`src/hdl/pli_pkg.sv`:
```
// Shared types and constants of the piecewise linear interpolator.
// Used by pli_muldiv, the top level and the checker; depends on nothing.
`timescale 1ns / 1ps

package pli_pkg;

  localparam int unsigned MAX_POINTS_DEF = 16;
  localparam int unsigned APB_AW         = 4;

  // Iterations of the shift-add multiply and of the restoring divide.
  localparam int unsigned MD_STEPS = 33;
  localparam logic [32:0] QCAP     = 33'h1_FFFF_FFFF;

  localparam logic [1:0] REG_POINT_COUNT = 2'd0;
  localparam logic [1:0] REG_LEFT_MODE   = 2'd1;
  localparam logic [1:0] REG_RIGHT_MODE  = 2'd2;

  localparam logic [1:0] MODE_EXTEND   = 2'd0;
  localparam logic [1:0] MODE_CLAMP    = 2'd1;
  localparam logic [1:0] MODE_IDENTITY = 2'd2;

  localparam logic CMD_LOAD = 1'b0;
  localparam logic CMD_EVAL = 1'b1;

  typedef struct packed {
    logic               command;
    logic [3:0]         point_index;
    logic signed [31:0] point_in;
    logic signed [31:0] point_out;
    logic signed [31:0] sample;
  } in_item_t;

  typedef struct packed {
    logic signed [31:0] result;
    logic [3:0]         segment;
    logic               zero_width_fault;
  } out_item_t;

  typedef struct packed {
    logic               start;
    logic signed [32:0] num;
    logic signed [32:0] dy;
    logic signed [32:0] den;
  } md_req_t;

  typedef struct packed {
    logic        done;
    logic [32:0] quot;
  } md_rsp_t;

endpackage

```
`src/hdl/pli_muldiv.sv`:
```
// Iterative |num*dy| / |den| with round-to-nearest and a cap, on one shared adder.
// Depends on pli_pkg for the request and response structs and the step count.
`timescale 1ns / 1ps

module pli_muldiv (
  input  logic              clk_i,
  input  logic              rst_ni,
  input  pli_pkg::md_req_t  req_i,
  output pli_pkg::md_rsp_t  rsp_o
);

  localparam logic [2:0] U_IDLE = 3'd0;
  localparam logic [2:0] U_MUL  = 3'd1;
  localparam logic [2:0] U_OVF  = 3'd2;
  localparam logic [2:0] U_DIV  = 3'd3;
  localparam logic [2:0] U_RND  = 3'd4;
  localparam logic [2:0] U_INC  = 3'd5;
  localparam logic [2:0] U_DONE = 3'd6;

  localparam logic [5:0] LastStep = 6'(pli_pkg::MD_STEPS - 1);

  function automatic logic [32:0] mag33(input logic signed [32:0] v);
    return v[32] ? 33'(-v) : v;
  endfunction

  logic [2:0]  state_q, state_d;
  logic [5:0]  cnt_q, cnt_d;
  logic [32:0] a_q, a_d;
  logic [32:0] d_q, d_d;
  logic [32:0] ph_q, ph_d;
  logic [32:0] pl_q, pl_d;
  logic        rnd_q, rnd_d;

  logic [34:0] alu_a, alu_b, alu_sum;
  logic        alu_sub;
  logic        ge;

  assign alu_sum = alu_a + (alu_sub ? ~alu_b : alu_b) + {34'b0, alu_sub};
  assign ge      = ~alu_sum[34];

  always_comb begin
    state_d = state_q;
    cnt_d   = cnt_q;
    a_d     = a_q;
    d_d     = d_q;
    ph_d    = ph_q;
    pl_d    = pl_q;
    rnd_d   = rnd_q;
    alu_a   = '0;
    alu_b   = '0;
    alu_sub = 1'b0;
    unique case (state_q)
      U_IDLE: begin
        if (req_i.start) begin
          a_d     = mag33(req_i.num);
          pl_d    = mag33(req_i.dy);
          d_d     = mag33(req_i.den);
          ph_d    = '0;
          cnt_d   = '0;
          state_d = U_MUL;
        end
      end
      U_MUL: begin
        alu_a = {2'b0, ph_q};
        alu_b = pl_q[0] ? {2'b0, a_q} : '0;
        ph_d  = alu_sum[33:1];
        pl_d  = {alu_sum[0], pl_q[32:1]};
        cnt_d = cnt_q + 6'd1;
        if (cnt_q == LastStep) begin
          state_d = U_OVF;
        end
      end
      U_OVF: begin
        // A high half at or above the divisor means the quotient exceeds the cap.
        alu_a   = {2'b0, ph_q};
        alu_b   = {2'b0, d_q};
        alu_sub = 1'b1;
        if (ge) begin
          pl_d    = pli_pkg::QCAP;
          state_d = U_DONE;
        end else begin
          cnt_d   = '0;
          state_d = U_DIV;
        end
      end
      U_DIV: begin
        alu_a   = {1'b0, ph_q, pl_q[32]};
        alu_b   = {2'b0, d_q};
        alu_sub = 1'b1;
        ph_d    = ge ? alu_sum[32:0] : {ph_q[31:0], pl_q[32]};
        pl_d    = {pl_q[31:0], ge};
        cnt_d   = cnt_q + 6'd1;
        if (cnt_q == LastStep) begin
          state_d = U_RND;
        end
      end
      U_RND: begin
        // Round up when twice the remainder reaches the divisor.
        alu_a   = {1'b0, ph_q, 1'b0};
        alu_b   = {2'b0, d_q};
        alu_sub = 1'b1;
        rnd_d   = ge;
        state_d = U_INC;
      end
      U_INC: begin
        alu_a   = {2'b0, pl_q};
        alu_b   = {34'b0, rnd_q};
        pl_d    = alu_sum[33] ? pli_pkg::QCAP : alu_sum[32:0];
        state_d = U_DONE;
      end
      U_DONE: begin
        state_d = U_IDLE;
      end
      default: begin
        state_d = U_IDLE;
      end
    endcase
  end

  always_ff @(posedge clk_i or negedge rst_ni) begin
    if (!rst_ni) begin
      state_q <= U_IDLE;
    end else begin
      state_q <= state_d;
    end
  end

  always_ff @(posedge clk_i) begin
    cnt_q <= cnt_d;
    a_q   <= a_d;
    d_q   <= d_d;
    ph_q  <= ph_d;
    pl_q  <= pl_d;
    rnd_q <= rnd_d;
  end

  assign rsp_o.done = (state_q == U_DONE);
  assign rsp_o.quot = pl_q;

endmodule

```
`src/hdl/piecewise_linear_interpolator_top.sv`:
```
// Load: the table entry is written and the next transaction is taken in the following cycle.
// Evaluate: a search over the table, then the segment fetch, the range checks and the 33-step
// multiply and 33-step divide on the shared adder in pli_muldiv, up to the result register.
// One evaluate is in flight at a time; the input stalls until its result is registered.
// Reset (rst_ni, async, active low) clears the sequencer, the output valid and the registers
// to point_count 2, both modes extend; the breakpoint table keeps no reset value.
`timescale 1ns / 1ps

// Depends on pli_pkg and instantiates pli_muldiv.
module piecewise_linear_interpolator_top #(
  parameter int unsigned MAX_POINTS = pli_pkg::MAX_POINTS_DEF
) (
  input  logic                         clk_i,
  input  logic                         rst_ni,
  input  logic                         in_valid_i,
  output logic                         in_stall_o,
  input  pli_pkg::in_item_t            in_data_i,
  output logic                         out_valid_o,
  input  logic                         out_stall_i,
  output pli_pkg::out_item_t           out_data_o,
  input  logic                         psel,
  input  logic                         penable,
  input  logic                         pwrite,
  input  logic [pli_pkg::APB_AW-1:0]   paddr,
  input  logic [31:0]                  pwdata,
  output logic [31:0]                  prdata,
  output logic                         pready
);

  // Table address width, and a count width that holds both MAX_POINTS and the
  // raw five-bit point_count register.
  localparam int unsigned AW = (MAX_POINTS > 1) ? $clog2(MAX_POINTS) : 1;
  localparam int unsigned CW = (AW + 1 > 5) ? AW + 1 : 5;
  localparam logic [CW-1:0] CntMax = CW'(MAX_POINTS);
  localparam logic [CW-1:0] CntMin = CW'(2);

  localparam logic signed [34:0] SumMax = 35'sd2147483647;
  localparam logic signed [34:0] SumMin = -35'sd2147483648;

  // Sequencer states. The search walks the table one entry a cycle, then the
  // lower endpoint is fetched, the two range checks run one after the other,
  // and the scaled quotient comes from the shared multiply/divide unit.
  localparam logic [3:0] S_IDLE  = 4'd0;
  localparam logic [3:0] S_SRCH  = 4'd1;
  localparam logic [3:0] S_RDLO  = 4'd2;
  localparam logic [3:0] S_LEFT  = 4'd3;
  localparam logic [3:0] S_RIGHT = 4'd4;
  localparam logic [3:0] S_DIFF  = 4'd5;
  localparam logic [3:0] S_START = 4'd6;
  localparam logic [3:0] S_MD    = 4'd7;
  localparam logic [3:0] S_SUM   = 4'd8;
  localparam logic [3:0] S_SAT   = 4'd9;
  localparam logic [3:0] S_OUT   = 4'd10;

  // ---------------------------------------------------------------------------
  // Configuration registers. Writes complete in the APB access phase; pready
  // is tied high so no wait states are ever inserted.
  // ---------------------------------------------------------------------------
  logic [4:0] point_count_q;
  logic [1:0] left_mode_q;
  logic [1:0] right_mode_q;
  logic       cfg_we;

  assign pready = 1'b1;
  assign cfg_we = psel & penable & pwrite;

  always_ff @(posedge clk_i or negedge rst_ni) begin
    if (!rst_ni) begin
      point_count_q <= 5'd2;
      left_mode_q   <= pli_pkg::MODE_EXTEND;
      right_mode_q  <= pli_pkg::MODE_EXTEND;
    end else if (cfg_we) begin
      case (paddr[3:2])
        pli_pkg::REG_POINT_COUNT: point_count_q <= pwdata[4:0];
        pli_pkg::REG_LEFT_MODE:   left_mode_q   <= pwdata[1:0];
        pli_pkg::REG_RIGHT_MODE:  right_mode_q  <= pwdata[1:0];
        default: ;
      endcase
    end
  end

  always_comb begin
    unique case (paddr[3:2])
      pli_pkg::REG_POINT_COUNT: prdata = {27'b0, point_count_q};
      pli_pkg::REG_LEFT_MODE:   prdata = {30'b0, left_mode_q};
      pli_pkg::REG_RIGHT_MODE:  prdata = {30'b0, right_mode_q};
      default:                  prdata = '0;
    endcase
  end

  // ---------------------------------------------------------------------------
  // Breakpoint table: two memories sharing one write address and one read
  // address. Read data is registered, so an address presented in one cycle
  // shows its entry in the next.
  // ---------------------------------------------------------------------------
  logic signed [31:0] in_pts  [MAX_POINTS];
  logic signed [31:0] out_pts [MAX_POINTS];
  logic signed [31:0] rd_in_q, rd_out_q;
  logic [AW-1:0]      rd_addr;
  logic               in_acc;
  logic               load_we;

  assign in_acc  = in_valid_i & ~in_stall_o;
  // A load aimed at a slot beyond the table is dropped.
  assign load_we = in_acc && (in_data_i.command == pli_pkg::CMD_LOAD) &&
                   (32'(in_data_i.point_index) < MAX_POINTS);

  always_ff @(posedge clk_i) begin
    if (load_we) begin
      in_pts[AW'(in_data_i.point_index)]  <= in_data_i.point_in;
      out_pts[AW'(in_data_i.point_index)] <= in_data_i.point_out;
    end
    rd_in_q  <= in_pts[rd_addr];
    rd_out_q <= out_pts[rd_addr];
  end

  // ---------------------------------------------------------------------------
  // Sequencer and datapath registers.
  // ---------------------------------------------------------------------------
  logic [3:0]         state_q, state_d;
  logic [AW-1:0]      idx_q, idx_d;
  logic [AW-1:0]      seg_q, seg_d;
  logic [CW-1:0]      cntm1_q, cntm1_d;
  logic signed [31:0] x_q, x_d;
  logic signed [31:0] lo_q, lo_d;
  logic signed [31:0] hi_q, hi_d;
  logic signed [31:0] ylo_q, ylo_d;
  logic signed [31:0] yhi_q, yhi_d;
  logic signed [32:0] num_q, num_d;
  logic signed [32:0] dy_q, dy_d;
  logic signed [32:0] den_q, den_d;
  logic               neg_q, neg_d;
  logic [32:0]        q_q, q_d;
  logic signed [34:0] sum_q, sum_d;
  logic signed [31:0] res_q, res_d;
  logic               fault_q, fault_d;
  logic               out_valid_q, out_valid_d;
  pli_pkg::out_item_t out_q, out_d;

  logic [CW-1:0]      pc_w, cnt_w;
  logic               srch_go;
  logic [34:0]        ylo_ext, q_ext;
  pli_pkg::md_req_t   md_req;
  pli_pkg::md_rsp_t   md_rsp;

  // Effective point count, clamped into 2 .. MAX_POINTS.
  assign pc_w  = CW'(point_count_q);
  assign cnt_w = (pc_w < CntMin) ? CntMin : ((pc_w > CntMax) ? CntMax : pc_w);

  // The walk goes on while the entry just read lies below the sample and the
  // next-to-last breakpoint has not been passed.
  assign srch_go = (CW'(idx_q) < cntm1_q) && (rd_in_q < x_q);

  assign ylo_ext = {{3{ylo_q[31]}}, ylo_q};
  assign q_ext   = {2'b0, q_q};

  always_comb begin
    state_d     = state_q;
    idx_d       = idx_q;
    seg_d       = seg_q;
    cntm1_d     = cntm1_q;
    x_d         = x_q;
    lo_d        = lo_q;
    hi_d        = hi_q;
    ylo_d       = ylo_q;
    yhi_d       = yhi_q;
    num_d       = num_q;
    dy_d        = dy_q;
    den_d       = den_q;
    neg_d       = neg_q;
    q_d         = q_q;
    sum_d       = sum_q;
    res_d       = res_q;
    fault_d     = fault_q;
    out_d       = out_q;
    out_valid_d = out_valid_q;
    rd_addr     = idx_q;

    md_req.start = 1'b0;
    md_req.num   = num_q;
    md_req.dy    = dy_q;
    md_req.den   = den_q;

    if (out_valid_q && !out_stall_i) begin
      out_valid_d = 1'b0;
    end

    unique case (state_q)
      S_IDLE: begin
        rd_addr = AW'(1);
        if (in_acc && (in_data_i.command == pli_pkg::CMD_EVAL)) begin
          x_d     = in_data_i.sample;
          idx_d   = AW'(1);
          cntm1_d = cnt_w - CW'(1);
          state_d = S_SRCH;
        end
      end
      S_SRCH: begin
        if (srch_go) begin
          idx_d   = idx_q + AW'(1);
          rd_addr = idx_q + AW'(1);
        end else begin
          // The entry in hand closes the segment; fetch its lower end next.
          hi_d    = rd_in_q;
          yhi_d   = rd_out_q;
          seg_d   = idx_q - AW'(1);
          rd_addr = idx_q - AW'(1);
          state_d = S_RDLO;
        end
      end
      S_RDLO: begin
        lo_d    = rd_in_q;
        ylo_d   = rd_out_q;
        state_d = S_LEFT;
      end
      S_LEFT: begin
        state_d = S_RIGHT;
        if (x_q < lo_q) begin
          if (left_mode_q == pli_pkg::MODE_IDENTITY) begin
            res_d   = x_q;
            fault_d = 1'b0;
            state_d = S_OUT;
          end else if (left_mode_q == pli_pkg::MODE_CLAMP) begin
            x_d = lo_q;
          end
        end
      end
      S_RIGHT: begin
        // This check sees the sample after any left clamp.
        state_d = S_DIFF;
        if (x_q > hi_q) begin
          if (right_mode_q == pli_pkg::MODE_IDENTITY) begin
            res_d   = x_q;
            fault_d = 1'b0;
            state_d = S_OUT;
          end else if (right_mode_q == pli_pkg::MODE_CLAMP) begin
            x_d = hi_q;
          end
        end
      end
      S_DIFF: begin
        den_d = $signed({hi_q[31], hi_q}) - $signed({lo_q[31], lo_q});
        num_d = $signed({x_q[31], x_q}) - $signed({lo_q[31], lo_q});
        dy_d  = $signed({yhi_q[31], yhi_q}) - $signed({ylo_q[31], ylo_q});
        if (hi_q == lo_q) begin
          // A segment of zero width returns its lower output point.
          res_d   = ylo_q;
          fault_d = 1'b1;
          state_d = S_OUT;
        end else begin
          state_d = S_START;
        end
      end
      S_START: begin
        md_req.start = 1'b1;
        neg_d        = num_q[32] ^ dy_q[32] ^ den_q[32];
        state_d      = S_MD;
      end
      S_MD: begin
        if (md_rsp.done) begin
          q_d     = md_rsp.quot;
          state_d = S_SUM;
        end
      end
      S_SUM: begin
        sum_d   = neg_q ? $signed(ylo_ext - q_ext) : $signed(ylo_ext + q_ext);
        state_d = S_SAT;
      end
      S_SAT: begin
        if (sum_q > SumMax) begin
          res_d = 32'sh7FFF_FFFF;
        end else if (sum_q < SumMin) begin
          res_d = 32'sh8000_0000;
        end else begin
          res_d = sum_q[31:0];
        end
        fault_d = 1'b0;
        state_d = S_OUT;
      end
      S_OUT: begin
        // Wait here only while an earlier result is still held by a stall.
        if (!out_valid_q || !out_stall_i) begin
          out_d.result           = res_q;
          out_d.segment          = 4'(seg_q);
          out_d.zero_width_fault = fault_q;
          out_valid_d            = 1'b1;
          state_d                = S_IDLE;
        end
      end
      default: begin
        state_d = S_IDLE;
      end
    endcase
  end

  always_ff @(posedge clk_i or negedge rst_ni) begin
    if (!rst_ni) begin
      state_q     <= S_IDLE;
      out_valid_q <= 1'b0;
    end else begin
      state_q     <= state_d;
      out_valid_q <= out_valid_d;
    end
  end

  always_ff @(posedge clk_i) begin
    idx_q   <= idx_d;
    seg_q   <= seg_d;
    cntm1_q <= cntm1_d;
    x_q     <= x_d;
    lo_q    <= lo_d;
    hi_q    <= hi_d;
    ylo_q   <= ylo_d;
    yhi_q   <= yhi_d;
    num_q   <= num_d;
    dy_q    <= dy_d;
    den_q   <= den_d;
    neg_q   <= neg_d;
    q_q     <= q_d;
    sum_q   <= sum_d;
    res_q   <= res_d;
    fault_q <= fault_d;
    out_q   <= out_d;
  end

  // Shared multiply/divide unit: |num*dy| / |den|, rounded and capped.
  pli_muldiv u_muldiv (
    .clk_i  (clk_i),
    .rst_ni (rst_ni),
    .req_i  (md_req),
    .rsp_o  (md_rsp)
  );

  // Input is taken only when the sequencer is idle; a result waiting in the
  // output register does not hold off the next transaction.
  assign in_stall_o  = (state_q != S_IDLE);
  assign out_valid_o = out_valid_q;
  assign out_data_o  = out_q;

endmodule

```
`config.mk`:
```
export PLATFORM = sky130hd
export DESIGN_NAME = piecewise_linear_interpolator_top
export DESIGN_NICKNAME = d
export VERILOG_FILES = /design/src/hdl/pli_pkg.sv /design/src/hdl/pli_muldiv.sv /design/src/hdl/piecewise_linear_interpolator_top.sv
export SDC_FILE = /design/constraint.sdc
export NUM_CORES = 2
export LEC_CHECK = 0
export BUFFER_PORTS_ARGS = -buffer_cell sky130_fd_sc_hd__buf_2
export CORE_MARGIN = 8
export CORE_UTILIZATION = 45
export DETAILED_ROUTE_END_ITERATION = 10
export GPL_TIMING_DRIVEN = 0
export SLEW_MARGIN = 30
export SYNTH_ARGS = -nofsm -noshare
export SYNTH_HDL_FRONTEND = slang
export SYNTH_HIERARCHICAL = 1
export SYNTH_SLANG_ARGS = --single-unit
```
`constraint.sdc`:
```
create_clock -name clk_i -period 11.95 [get_ports clk_i]
set_clock_uncertainty 0.2 [all_clocks]
set_input_delay 0.5975 -clock clk_i [delete_from_list [all_inputs] [get_ports clk_i]]
set_output_delay 0.5975 -clock clk_i [all_outputs]
set_load 0.01 [all_outputs]
```
==> impl_metrics.csv <==
group,metric,value,unit
finish,nFillCells,15511,
global_route,grt_pass1_vias,60307,
sta,tightest_slew,1020,ps
worst_setup_path,critPathArrivalTime,7260,ps
global_route,met3_usage,4.61,%
global_route,antenna_found_initial,20,
min_path,hp-start,"in_data_i[26]",
die,die-height,443,µm
clock_tree,cts_buffers,175,
synthesis,synth_top_cell_by_area,"edfxtp_1",
synthesis,netlist_area,81900,µm²
synthesis,yosys_warnings,6,
clock_tree,clk_pin_slew,60,ps
clock_tree,tritoncts,"yes",
synthesis,ys.flop_type,"edfxtp_1",
finish,drive_gt1_share,9.70,%
synthesis,synth_top_area_share,57.7,%
clock_tree,numClockSinks,1655,
sta,final_hold_viol_count,0,
sta,rsz0062_at_grt,"false",
global_route,grt-busiest-layer,"met2",
routing,viasPerCell,6.19,
global_route,use_met2,45.0,%
routing,dr.pass1.iters,7,
power,p_leak,0.0333,µW
sta,setup_tns,0,ps
synthesis,async_flop_share,1.03,%
die,start_util,45.3,%
global_route,overflow,0,
clock_tree,cts_setup_buffers,0,
clock_tree,clockBufferDepth,3,
power,power.total,12100,µW
power,cellPowerDensity,127,nW/µm²
global_route,grt_max_degree,52,
placed_design,gp_congestion,1.01,
placed_design,place_ws,5130,ps
finish,mostFrequentLayoutCells,"edfxtp_1, nor2_1, nand2_1, clkbuf_1, a21oi_1",
sta,relSlewSlack,32.1,%
placed_design,numPortBuffers,157,
worst_setup_path,crit_start,"u_muldiv/state_q[2]",
finish,utilization,52.6,%
finish,final_common_cell,"edfxtp_1",
routing,avgRoutedWirePerCell,27.7,µm
clock_tree,h-tree-depth,4,
finish,stdcell_count,10175,
die,rows,156,
sta,finalSetupViolations,0,
sta,worst_slack,5000,ps
routing,drtIter0Drc,7959,
min_path,min_path_type,"input pin to register",
placed_design,hpwl,202000,µm
worst_setup_path,critical_path_class,"register to register",
sta,fin_crit_sh,58.2,%
worst_setup_path,required,12260,ps
sta,period_needed,6950,ps
worst_setup_path,timing.rr.start,"u_muldiv/state_q[2]",
global_route,grt_pass1_wl,403000,µm
worst_setup_path,worst-path-max-fanout,10,
clock_tree,root_buffer,"clkbuf_16",
worst_setup_path,endpoint_kind,"register",
clock_tree,clkLatencyLatePin,830,ps
routing,vias,62990,
synthesis,ys_types,97,
die,ios,216,
synthesis,synth_seq_area_share,59.8,%
synthesis,synth_edf_count,1574,
die,die_area,196000,µm²
die,core,181000,µm²
routing,routed_wl,281000,µm
worst_setup_path,start_kind,"register",
synthesis,netlist_instances,7042,
routing,drtAntennaViolNets,0,
die,die_w,443,µm
sta,report.final.slew_viol_count,0,
synthesis,synth.area.top_cells,"edfxtp_1, nor2_1, ha_1",
routing,drc,0,
global_route,grt_usage,27.3,%
synthesis,postSynthAreaPerCell,11.6,µm²
placed_design,dp.cells,9727,
synthesis,ys_ff_latch,1655,
sta,fmaxAchievable,144,MHz
finish,syn_to_final_growth,16.1,%
global_route,met1_usage,34.5,%
power,peakVddDrop,0.161,mV
job,max-cap-violations,0,
finish,final_nets,8029,
run_status,status,"complete, no violations",
critical path: stages, from the launching register on:
cell and delay [ps]:
dfrtp_1 470, clkbuf_1 290, nor2_1 720, and3_1 440, clkbuf_1 280, clkbuf_1 480
nand2_1 120, o21ai_0 300, ha_1 350, nand3_1 200, nor3_1 250, o2111ai_1 330
a2111oi_2 540, nor2_1 90, a31o_2 290, xnor2_2 280, buf_4 240, o21ai_0 460
o311ai_0 280
report_power, final:
part	leakage [µW]	internal, µW	total, µW	switching, µW
combinational	0.0154	60.1	161	101
clock	0.00287	3210	5570	2370
sequential	0.0150	6320	6330	9.36
total	0.0333	9590	12100	2480
cells by family after synthesis:
| family | Yosys count | synth area share (%) |
|---|---|---|
| compound gates | 1988 | 16.5 |
| xor+xnor | 272 | 2.98 |
| fa+ha+maj | 244 | 3.78 |
| buf+inv | 678 | 3.49 |
| flops | 1655 | 59.8 |
| mux | 164 | 2.03 |
| other cells | 2 | 0.00917 |
| simple gates | 2039 | 11.4 |
metal layers:
metal  part of all wire [%]  routed length, µm
met1                     38             108000
met2                     47             132000
met3                    8.2              23200
met4                    6.3              17900
met5                  0.013                 38
cell usage after synthesis (all sizes together) (203+ instances only):
library cell,n
a21oi,314
clkbuf,336
edfxtp,1574
ha,239
inv,211
nand2,378
nor2,847
nor3,317
o211ai,263
o21ai,314
o22ai,273
xnor2,203
metrics by stage:
| stage | hold WS (ps) | instance area (µm²) |
|---|---|---|
| final | 27.1 | 95100 |
| after CTS | 1.91 | 95000 |
| after global placement | 204 | 85700 |
| after detailed placement | 205 | 88100 |
| after global routing | 4.84 | 95000 |
| after floorplan | 102 | 82000 |
final cells by class:
type	instances	area (µm²)	share of cell area, %
buffer	466	2080	2.18
tap	2370	2970	3.12
multi-input combinational	4735	30300	31.9
inverter	212	796	0.837
timing repair buffer	396	4000	4.21
clock inverter	102	1120	1.17
sequential	1655	49000	51.5
antenna	13	32.5	0.0342
clock buffer	226	4770	5.01
path summary, 6_finish.rpt:
| path | to | slack [ps] | cells after the start |
|---|---|---|---|
| setup / recovery | u_muldiv/pl_q[32] | 5000 | 18 |
| setup reg to reg | u_muldiv/pl_q[32] | 5000 | 18 |
| max in group asynchronous | pc_w[4] | 10950 | 2 |
| hold / removal | x_q[26] | 30 | 3 |
| min in group asynchronous | u_muldiv/state_q[2] | 160 | 2 |
| hold reg to reg | out_data_o[23] | 220 | 0 |
timing repair:
item,in CTS,in global routing
hold endpoints to repair,1085,0
gates resized for setup,0,0
hold buffers,106,0
state kept, by name (all words and copies together) (netlist names), 6 cells and up:
name / cells
u_muldiv/cnt_q: 6
lo_q: 32
q_q: 33
num_q: 33
sum_q: 35
yhi_q: 32
ylo_q: 32
u_muldiv/a_q: 33
out_pts: 512
den_q: 33
in_pts: 512
rd_in_q: 32
x_q: 32
res_q: 32
u_muldiv/pl_q: 33
u_muldiv/d_q: 33
hi_q: 32
dy_q: 33
rd_out_q: 32
u_muldiv/ph_q: 33
out_data_o: 37
(Power assumes the default switching activity.)
